==> config.mk <==
export PLATFORM = sky130hd
export DESIGN_NAME = cyclic_cellular_automaton_step_flat
export DESIGN_NICKNAME = d
export VERILOG_FILES = /design/src/rtl/ccas_pkg.sv /design/src/rtl/ccas_if.sv /design/src/rtl/cyclic_cellular_automaton_step.sv /design/src/rtl/ccas_cell.sv /design/src/flat_wrapper.sv
export VERILOG_INCLUDE_DIRS = /design/src /design/src/rtl
export SDC_FILE = /design/constraint.sdc
export NUM_CORES = 2
export LEC_CHECK = 0
export ABC_AREA = 0
export BUFFER_PORTS_ARGS = -buffer_cell sky130_fd_sc_hd__buf_2
export CAP_MARGIN = 20
export CORE_MARGIN = 3
export CORE_UTILIZATION = 35
export DETAILED_ROUTE_END_ITERATION = 6
export PLACE_DENSITY = 0.47
export SLEW_MARGIN = 20
export SYNTH_ARGS = -nofsm -noshare
export SYNTH_HDL_FRONTEND = slang
export SYNTH_HIERARCHICAL = 1
export SYNTH_SLANG_ARGS = --single-unit
==> constraint.sdc <==
create_clock -name clk -period 5.4 [get_ports clk]
set_input_delay 0.54 -clock clk [delete_from_list [all_inputs] [get_ports clk]]
set_output_delay 0.54 -clock clk [all_outputs]
set_load 0.05 [all_outputs]
==> src/rtl/cyclic_cellular_automaton_step_defines.svh <==
// assertion macros shared by the cyclic cellular automaton rtl
`ifndef CYCLIC_CELLULAR_AUTOMATON_STEP_DEFINES_SVH
`define CYCLIC_CELLULAR_AUTOMATON_STEP_DEFINES_SVH
`ifndef SYNTH
// same-cycle implication, checked on clk outside reset
`define CCAS_ASSERT_SAME(lbl, ante, cons) \
	lbl: assert property (@(posedge clk) disable iff (!arst_n) (ante) |-> (cons)) \
		else $error("ccas assertion failed");
// next-cycle implication, checked on clk outside reset
`define CCAS_ASSERT_NEXT(lbl, ante, cons) \
	lbl: assert property (@(posedge clk) disable iff (!arst_n) (ante) |=> (cons)) \
		else $error("ccas assertion failed");
`else
`define CCAS_ASSERT_SAME(lbl, ante, cons)
`define CCAS_ASSERT_NEXT(lbl, ante, cons)
`endif
`endif

==> src/rtl/ccas_pkg.sv <==
// constants, types and helpers of the cyclic cellular automaton
package ccas_pkg;

	localparam int NUM_CELLS = 513;
	localparam int WORD_W    = 64;
	localparam int NUM_WORDS = (NUM_CELLS + WORD_W - 1) / WORD_W;
	localparam int LAST_BIT  = (NUM_CELLS - 1) % WORD_W;
	localparam int CNT_W     = (NUM_WORDS > 1) ? $clog2(NUM_WORDS) : 1;
	localparam int IDX_W     = 6;
	localparam int OP_W      = 2;
	localparam int RULE_W    = 8;
	localparam int HOLD_W    = 16;
	localparam int CFG_IDX_W = 2;
	localparam int CFG_DATA_W = 16;

	localparam logic [OP_W-1:0] OP_TICK = 2'd0;
	localparam logic [OP_W-1:0] OP_TRIG = 2'd1;
	localparam logic [OP_W-1:0] OP_LOAD = 2'd2;

	localparam logic [CFG_IDX_W-1:0] REG_RULE = 2'd0;
	localparam logic [CFG_IDX_W-1:0] REG_HOLD = 2'd1;
	localparam logic [CFG_IDX_W-1:0] REG_MODE = 2'd2;

	localparam logic [RULE_W-1:0] RULE_RESET = 8'd108;
	localparam logic [HOLD_W-1:0] HOLD_RESET = 16'd172;

	typedef logic [WORD_W-1:0] word_t;

	// per-cycle commands from the sequencer to one word cell
	typedef struct packed {
		logic gen;
		logic shift;
		logic load;
	} cell_ctl_t;

	// cells of word w that lie inside the ring
	function automatic word_t word_mask(input int w);
		int used;
		used = NUM_CELLS - w * WORD_W;
		if (used >= WORD_W) begin
			return '1;
		end
		return (word_t'(1) << used) - word_t'(1);
	endfunction

endpackage

==> src/rtl/ccas_if.sv <==
// valid/ready channels for load/tick beats in and generation words out
interface ccas_in_if;
	logic                             valid;
	logic                             ready;
	logic [ccas_pkg::OP_W-1:0]        operation;
	logic [ccas_pkg::IDX_W-1:0]       word_index;
	logic [ccas_pkg::WORD_W-1:0]      load_word;

	modport source (output valid, operation, word_index, load_word, input ready);
	modport sink (input valid, operation, word_index, load_word, output ready);
endinterface

interface ccas_out_if;
	logic                             valid;
	logic                             ready;
	logic [ccas_pkg::IDX_W-1:0]       out_index;
	logic [ccas_pkg::WORD_W-1:0]      cell_word;
	logic                             last_word;

	modport source (output valid, out_index, cell_word, last_word, input ready);
	modport sink (input valid, out_index, cell_word, last_word, output ready);
endinterface

==> src/rtl/cyclic_cellular_automaton_step.sv <==
// top level of the cyclic cellular automaton: sequencer and row of word cells
//
// a ring of ccas_pkg::NUM_CELLS binary cells held in a row of 64-bit word cells;
// load beats (operation load) write one word, out-of-range indexes are dropped;
// trigger beats arm a pending trigger in external mode; frame-tick beats either
// count down the hold timer (timed mode) or consume the pending trigger, and when
// a generation fires every cell computes its next word in the same cycle from the
// 8-bit rule with wraparound neighbors. the row then rotates one word per cycle
// while the output register is free or being drained, through the chain of cells,
// and word 0 of the chain feeds an output register, so a generation leaves as
// NUM_WORDS beats (9 at 513 cells), lowest word first, last_word on the final one;
// the first word is offered once the cells hold the new generation and word 0 has
// been registered. a firing tick closes the input until the last word of its
// generation has entered the output register, so an output stall keeps it closed
// longer; load, trigger and non-firing tick beats do not close it.
// configuration writes are expected only while the block is idle.
`include "cyclic_cellular_automaton_step_defines.svh"

module cyclic_cellular_automaton_step (
	input  logic                               clk,
	input  logic                               arst_n,
	ccas_in_if.sink                            in_ch,
	ccas_out_if.source                         out_ch,
	input  logic                               cfg_we,
	input  logic [ccas_pkg::CFG_IDX_W-1:0]     cfg_index,
	input  logic [ccas_pkg::CFG_DATA_W-1:0]    cfg_data
);

	// configuration registers
	logic [ccas_pkg::RULE_W-1:0] rule_q;
	logic [ccas_pkg::HOLD_W-1:0] hold_q;
	logic                        ext_q;

	// generation timing state
	logic [ccas_pkg::HOLD_W-1:0] frames_q;
	logic                        trig_q;

	// emission sequencer
	logic                        busy_q;
	logic [ccas_pkg::CNT_W-1:0]  count_q;

	// output register
	logic                        ovalid_q;
	logic [ccas_pkg::IDX_W-1:0]  oindex_q;
	ccas_pkg::word_t             oword_q;
	logic                        olast_q;

	logic accept;
	logic tick;
	logic fire;
	logic emit;
	logic emit_last;

	ccas_pkg::word_t words [ccas_pkg::NUM_WORDS];

	// input handshake: closed while a generation is being emitted
	assign in_ch.ready = !busy_q;
	assign accept      = in_ch.valid && in_ch.ready;
	assign tick        = accept && (in_ch.operation == ccas_pkg::OP_TICK);

	// a tick fires on a pending trigger (external) or an expiring countdown (timed)
	assign fire = tick && (ext_q ? trig_q : (frames_q <= ccas_pkg::HOLD_W'(1)));

	// one rotation step whenever the output register is free or being drained
	assign emit      = busy_q && (!ovalid_q || out_ch.ready);
	assign emit_last = (count_q == ccas_pkg::CNT_W'(ccas_pkg::NUM_WORDS - 1));

	// configuration writes, index beyond the list is ignored
	always_ff @(posedge clk or negedge arst_n) begin
		if (!arst_n) begin
			rule_q <= ccas_pkg::RULE_RESET;
			hold_q <= ccas_pkg::HOLD_RESET;
			ext_q  <= 1'b0;
		end else if (cfg_we) begin
			case (cfg_index)
				ccas_pkg::REG_RULE: rule_q <= cfg_data[ccas_pkg::RULE_W-1:0];
				ccas_pkg::REG_HOLD: hold_q <= cfg_data[ccas_pkg::HOLD_W-1:0];
				ccas_pkg::REG_MODE: ext_q  <= cfg_data[0];
				default: ;
			endcase
		end
	end

	// hold countdown: a write to the hold register reloads it
	always_ff @(posedge clk or negedge arst_n) begin
		if (!arst_n) begin
			frames_q <= ccas_pkg::HOLD_RESET;
		end else if (cfg_we && (cfg_index == ccas_pkg::REG_HOLD)) begin
			frames_q <= cfg_data[ccas_pkg::HOLD_W-1:0];
		end else if (tick && !ext_q) begin
			if (fire) begin
				frames_q <= hold_q;
			end else begin
				frames_q <= frames_q - ccas_pkg::HOLD_W'(1);
			end
		end
	end

	// pending trigger: armed only in external mode, survives a mode change
	always_ff @(posedge clk or negedge arst_n) begin
		if (!arst_n) begin
			trig_q <= 1'b0;
		end else if (accept && (in_ch.operation == ccas_pkg::OP_TRIG) && ext_q) begin
			trig_q <= 1'b1;
		end else if (tick && ext_q) begin
			trig_q <= 1'b0;
		end
	end

	// emission sequencer: word count of the rotation
	always_ff @(posedge clk or negedge arst_n) begin
		if (!arst_n) begin
			busy_q  <= 1'b0;
			count_q <= '0;
		end else if (fire) begin
			busy_q  <= 1'b1;
			count_q <= '0;
		end else if (emit) begin
			if (emit_last) begin
				busy_q  <= 1'b0;
				count_q <= '0;
			end else begin
				count_q <= count_q + ccas_pkg::CNT_W'(1);
			end
		end
	end

	// output register, loaded from the head of the chain
	always_ff @(posedge clk or negedge arst_n) begin
		if (!arst_n) begin
			ovalid_q <= 1'b0;
		end else if (emit) begin
			ovalid_q <= 1'b1;
		end else if (out_ch.ready) begin
			ovalid_q <= 1'b0;
		end
	end

	always_ff @(posedge clk) begin
		if (emit) begin
			oindex_q <= ccas_pkg::IDX_W'(count_q);
			oword_q  <= words[0];
			olast_q  <= emit_last;
		end
	end

	assign out_ch.valid     = ovalid_q;
	assign out_ch.out_index = oindex_q;
	assign out_ch.cell_word = oword_q;
	assign out_ch.last_word = olast_q;

	// chain of word cells: each rotates into its lower neighbor, word 0 wraps to the end
	for (genvar w = 0; w < ccas_pkg::NUM_WORDS; w++) begin : g_cell
		localparam int PREV = (w + ccas_pkg::NUM_WORDS - 1) % ccas_pkg::NUM_WORDS;
		localparam int NEXT = (w + 1) % ccas_pkg::NUM_WORDS;
		// top cell of the previous word; for word 0 that is the last cell of the ring
		localparam int LBIT = (w == 0) ? ccas_pkg::LAST_BIT : ccas_pkg::WORD_W - 1;

		ccas_pkg::cell_ctl_t ctl;

		assign ctl.gen   = fire;
		assign ctl.shift = emit;
		assign ctl.load  = accept && (in_ch.operation == ccas_pkg::OP_LOAD) &&
			(in_ch.word_index == ccas_pkg::IDX_W'(w));

		ccas_cell u_cell (
			.clk       (clk),
			.arst_n    (arst_n),
			.ctl       (ctl),
			.rule      (rule_q),
			.mask      (ccas_pkg::word_mask(w)),
			.left_bit  (words[PREV][LBIT]),
			.right_bit (words[NEXT][0]),
			.shift_in  (words[NEXT]),
			.load_word (in_ch.load_word),
			.word      (words[w])
		);
	end

	// a firing tick starts a fresh rotation at word zero
	`CCAS_ASSERT_NEXT(a_fire_starts, fire, busy_q && (count_q == '0))
	// the final rotation step ends the emission and reopens the input
	`CCAS_ASSERT_NEXT(a_last_ends, emit && emit_last, !busy_q && in_ch.ready)
	// a beat marked last always carries the index of the final word
	`CCAS_ASSERT_SAME(a_last_index, ovalid_q && olast_q,
		oindex_q == ccas_pkg::IDX_W'(ccas_pkg::NUM_WORDS - 1))

endmodule

==> src/rtl/ccas_cell.sv <==
// one 64-cell word of the ring: load, next generation, rotate to neighbor
module ccas_cell (
	input  logic                          clk,
	input  logic                          arst_n,
	input  ccas_pkg::cell_ctl_t           ctl,
	input  logic [ccas_pkg::RULE_W-1:0]   rule,
	input  ccas_pkg::word_t               mask,
	input  logic                          left_bit,
	input  logic                          right_bit,
	input  ccas_pkg::word_t               shift_in,
	input  ccas_pkg::word_t               load_word,
	output ccas_pkg::word_t               word
);

	ccas_pkg::word_t word_q;
	ccas_pkg::word_t next_word;

	always_comb begin
		logic       l;
		logic       r;
		logic [2:0] k;
		for (int j = 0; j < ccas_pkg::WORD_W; j++) begin
			if (j == 0) begin
				l = left_bit;
			end else begin
				l = word_q[j-1];
			end
			if (j == ccas_pkg::WORD_W - 1) begin
				r = right_bit;
			end else if (mask[j+1]) begin
				r = word_q[j+1];
			end else begin
				r = right_bit;
			end
			k = {word_q[j], l, r};
			next_word[j] = mask[j] & rule[k];
		end
	end

	always_ff @(posedge clk or negedge arst_n) begin
		if (!arst_n) begin
			word_q <= '0;
		end else if (ctl.load) begin
			word_q <= load_word & mask;
		end else if (ctl.gen) begin
			word_q <= next_word;
		end else if (ctl.shift) begin
			word_q <= shift_in;
		end
	end

	assign word = word_q;

endmodule

==> src/flat_wrapper.sv <==
// flat-port wrapper written by rule: the top's interface ports become plain ports
module cyclic_cellular_automaton_step_flat 
  (clk, arst_n, cfg_we, cfg_index, cfg_data, in_ch_valid, in_ch_operation, in_ch_word_index, in_ch_load_word, in_ch_ready, out_ch_valid, out_ch_out_index, out_ch_cell_word, out_ch_last_word, out_ch_ready);
  ccas_in_if in_ch_i ();
  ccas_out_if out_ch_i ();
  input  logic clk;
  input  logic arst_n;
  input  logic cfg_we;
  input  logic [ccas_pkg::CFG_IDX_W-1:0] cfg_index;
  input  logic [ccas_pkg::CFG_DATA_W-1:0] cfg_data;
  input wire logic [$bits(in_ch_i.valid)-1:0] in_ch_valid;
  input wire logic [$bits(in_ch_i.operation)-1:0] in_ch_operation;
  input wire logic [$bits(in_ch_i.word_index)-1:0] in_ch_word_index;
  input wire logic [$bits(in_ch_i.load_word)-1:0] in_ch_load_word;
  output wire logic [$bits(in_ch_i.ready)-1:0] in_ch_ready;
  output wire logic [$bits(out_ch_i.valid)-1:0] out_ch_valid;
  output wire logic [$bits(out_ch_i.out_index)-1:0] out_ch_out_index;
  output wire logic [$bits(out_ch_i.cell_word)-1:0] out_ch_cell_word;
  output wire logic [$bits(out_ch_i.last_word)-1:0] out_ch_last_word;
  input wire logic [$bits(out_ch_i.ready)-1:0] out_ch_ready;
  assign in_ch_i.valid = in_ch_valid;
  assign in_ch_i.operation = in_ch_operation;
  assign in_ch_i.word_index = in_ch_word_index;
  assign in_ch_i.load_word = in_ch_load_word;
  assign in_ch_ready = in_ch_i.ready;
  assign out_ch_valid = out_ch_i.valid;
  assign out_ch_out_index = out_ch_i.out_index;
  assign out_ch_cell_word = out_ch_i.cell_word;
  assign out_ch_last_word = out_ch_i.last_word;
  assign out_ch_i.ready = out_ch_ready;
  cyclic_cellular_automaton_step u_core (.clk(clk), .arst_n(arst_n), .in_ch(in_ch_i), .out_ch(out_ch_i), .cfg_we(cfg_we), .cfg_index(cfg_index), .cfg_data(cfg_data));
endmodule
==> metrics.md <==
| Metric | Value |
|---|---|
| Status | completed |
| I/O Buffers | 165 |
| Via count of the routed design | 73,400 |
| WHS Endpoint | u_core/hold_q[12] |
| Post-synth EDFFs | 69 |
| Share of the synthesized area in the top cell type | 0.301 |
| Post-route DRC | 0 |
| PostCTS Resize Cnt | 0 |
| Pins over their slew limit | 0 |
| XOR/XNOR Fraction of Synth Area | 0 |
| Synthesized cell area | 80,300 µm² |
| RSZ-0062 raised after global routing | no |
| Share of layout cells above drive strength 1 | 0.237 |
| Die Width | 485 µm |
| Crit. End Element | flop |
| Clk Latency, worst-skew pair | 0.77 ns |
| Post-route cell area | 94,300 µm² |
| CP Class | flop to flop |
| Initial Utilization | 0.352 |
| Nets | 9,044 |
| Root buffer cell | clkbuf_16 |
| HP Class | primary input to flop |
| Rows | 175 |
| Maximum clock insertion buffer count | 3 |
| Seq/Total Area, Yosys | 0.221 |
| Final hold violations | 0 |
| DRT antenna net count | 0 |
| Routed len/inst | 30.4 µm |
| Sinks on Clock Net | 693 |
| CTS Buf Count | 100 |
| Startpoint Class | flop |
| Setup WS post-layout | 1.29 ns |
| Placement Setup Slack | 1.17 ns |
| Synth Flop Type | dfrtp_1 |
| WP data required | 6.06 ns |
| Arrival time worst endpoint | 4.77 ns |
| Synth area leaders | mux4_2, dfrtp_1, mux2i_1, mux2_2, a32oi_1 |
| Worst Clk Skew | 0.0313 ns |
| Max_slew headroom | 0.183 |
| I/O pin cnt | 168 |
| FF-to-FF setup slack | 1.29 ns |
| Worst r2r src | u_core/busy_q |
| P_leak | 40.0 nW |
| Synth top cells by count | mux4_2, mux2i_1, clkbuf_1, dfrtp_1, mux2_2 |
| Largest family of logic cells by synthesized area | multiplexers |
| Clock-pin slew on the worst setup and hold paths | 0.06 ns |
| Synth warn | 6 |
| Reg-to-reg critical path endpoint | u_core/g_cell[0].u_cell/word[52] |
| Final worst path period share | 0.762 |
| FF-to-FF path depth | 10 |
| DP Area | 90,800 µm² |
| Synth cell types | 68 |
| Fin Setup TNS | 0 ns |
| Die H | 485 µm |
| Remaining Overflow, GRT | 0 |
| Via-per-instance ratio | 6.09 |
| Post-CTS Setup Bufs | 0 |
| First-pass GRT wire length | 533 mm |
| Area leader, netlist | mux4_2 |
| Initial DRC count | 7,690 |
| Initial DRT Pass Iterations | 5 |
| Hold path cells | 3 |
| Simple-gate share of the synthesized area | 0.0782 |
| Top-count cell post-synth | mux4_2 |
| CTS tree | done |
| WHS | 0.0684 ns |
| Maximum VDD drop | 0.326 mV |
| Power Density | 511 nW/µm² |
| CP max FO | 44 |
| Total track usage | 0.303 |
| Worst-margin pin slew | 1.23 ns |
| Cells after synthesis | 7,436 |
| Synthesis-stage register bit count | 693 |
| Mean Syn Cell Area | 10.8 µm² |
| Post-synthesis compound-gate area fraction | 0.169 |
| Mux share of post-synthesis cell area | 0.475 |
| FMAX | 243 MHz |
| Fraction of registers with async set/reset | 0.900 |
| Tmin final | 4.11 ns |
| Hold Startpoint | cfg_data[12] |
| Tot Pwr | 48.2 mW |
| Total of max-cap violations | 0 |
| Final Setup Violations | 0 |
| Die area | 235,000 µm² |
| Drt total wl | 367 mm |
| Post-synthesis adder-cell area fraction | 0.000624 |
| HPWL after DPL | 224 mm |
| H-tree depth | 3 |
| Syn-to-layout area delta | 17.5% |
| Largest net degree at the start of global routing | 168 |
| Initial antenna violation count | 46 |
| Routability congestion estimate | 0.829 |
| CORE AREA | 228,000 µm² |
| Number of global-route vias before repair | 71,500 |
-- area by class of cell --
| type | instances | area (µm²) |
|---|---|---|
| clock inverter | 45 | 450 |
| multi-input combinational | 7568 | 65600 |
| antenna | 24 | 60.1 |
| inverter | 232 | 878 |
| clock buffer | 139 | 2870 |
| fill | 21800 | 133000 |
| sequential | 693 | 17800 |
| timing repair buffer | 350 | 2980 |
| tap | 3009 | 3760 |
-- flip-flops by register name (all words and copies together), names as in the netlist --
| signal | flops |
|---|---|
| u_core/frames_q | 16 |
| u_core/trig_q | 1 |
| u_core/out_ch.valid | 1 |
| u_core/out_ch.cell_word | 64 |
| u_core/count_q | 4 |
| u_core/ext_q | 1 |
| u_core/out_ch.last_word | 1 |
| u_core/hold_q | 16 |
| u_core/g_cell.u_cell/word | 576 |
| u_core/out_ch.out_index | 4 |
| u_core/rule_q | 8 |
| u_core/busy_q | 1 |
-- layer usage --
metal  global-route usage  part of all wire
met1                0.428              0.43
met2                0.476              0.46
met3               0.0520             0.083
met4               0.0930             0.029
met5                    0           0.00020
-- critical path, cell delays in order (launching register included) --
cell and delay, ns:
dfrtp_1 0.43, or3b_1 0.44, or4b_2 0.78, or3_1 0.53
nor3_2 0.52, buf_12 0.35, buf_4 0.39, and3_1 0.24
a211o_1 0.11, a31oi_1 0.04, a21oi_1 0.15
-- power by group --
group | total (mW) | leakage [nW] | switching, mW | internal, mW
sequential | 13.8 | 9.06 | 6.31 | 7.47
combinational | 27.4 | 29.3 | 13.0 | 14.4
clock | 7.07 | 1.64 | 3.00 | 4.07
-- logic make-up after synthesis --
kind of cell               after synthesis
adders and majority gates                4
and+or+nand+nor                       1213
buffers and inverters                 1110
DFF                                    693
other                                    2
muxes                                 2408
AOI/OAI and AO/OA                     2006
-- what timing repair did --
item	CTS	global route
setup endpoints to repair	0	0
hold endpoints to repair	73	0
hold buffers	11	0
-- how the worst max path moves through the flow --
stage	startpoint	to	slack, ns	cells after the start
global placement	in_ch_operation[0]	u_core/g_cell[2].u_cell/word[14]	1.22	11
floorplan	u_core/out_ch.valid	u_core/g_cell[0].u_cell/word[15]	1.36	8
finish	u_core/busy_q	u_core/g_cell[0].u_cell/word[52]	1.29	10
CTS	u_core/busy_q	u_core/g_cell[0].u_cell/word[28]	1.35	10
detailed placement	in_ch_operation[0]	u_core/g_cell[0].u_cell/word[55]	1.17	11
global route	u_core/frames_q[13]	u_core/g_cell[1].u_cell/word[58]	1.12	8
-- cell usage in the layout, fill, tap and decap left out, types with 13 or more instances in the layout --
master and n:
a211o_1 225, nand2b_1 301, dfrtp_4 13, mux2_2 496, buf_2 164, edfxtp_1 69
dfrtp_1 599, clkbuf_16 101, mux4_2 1071, nor2b_1 29, a22oi_1 15, diode_2 24
nor2_1 79, and3_1 227, a31oi_1 221, o22ai_1 63, nor3_1 45, o211ai_1 263
a32oi_1 351, nor2_4 15, clkbuf_8 20, buf_4 116, buf_12 55, o2111ai_1 19
o21ai_0 288, mux2i_1 841, o21ai_1 36, nand2_1 450, o31ai_1 48, clkinv_2 23
inv_1 231, a21oi_1 442, conb_1 1937, clkbuf_1 18
-- through the flow --
step	instances	utilization
floorplan	9371	-
global placement	11800	0.399
detailed placement	11800	0.399
CTS	12000	0.414
global route	12000	0.414
finish	12100	0.414
Note: power is estimated with default switching activity, not from simulation.
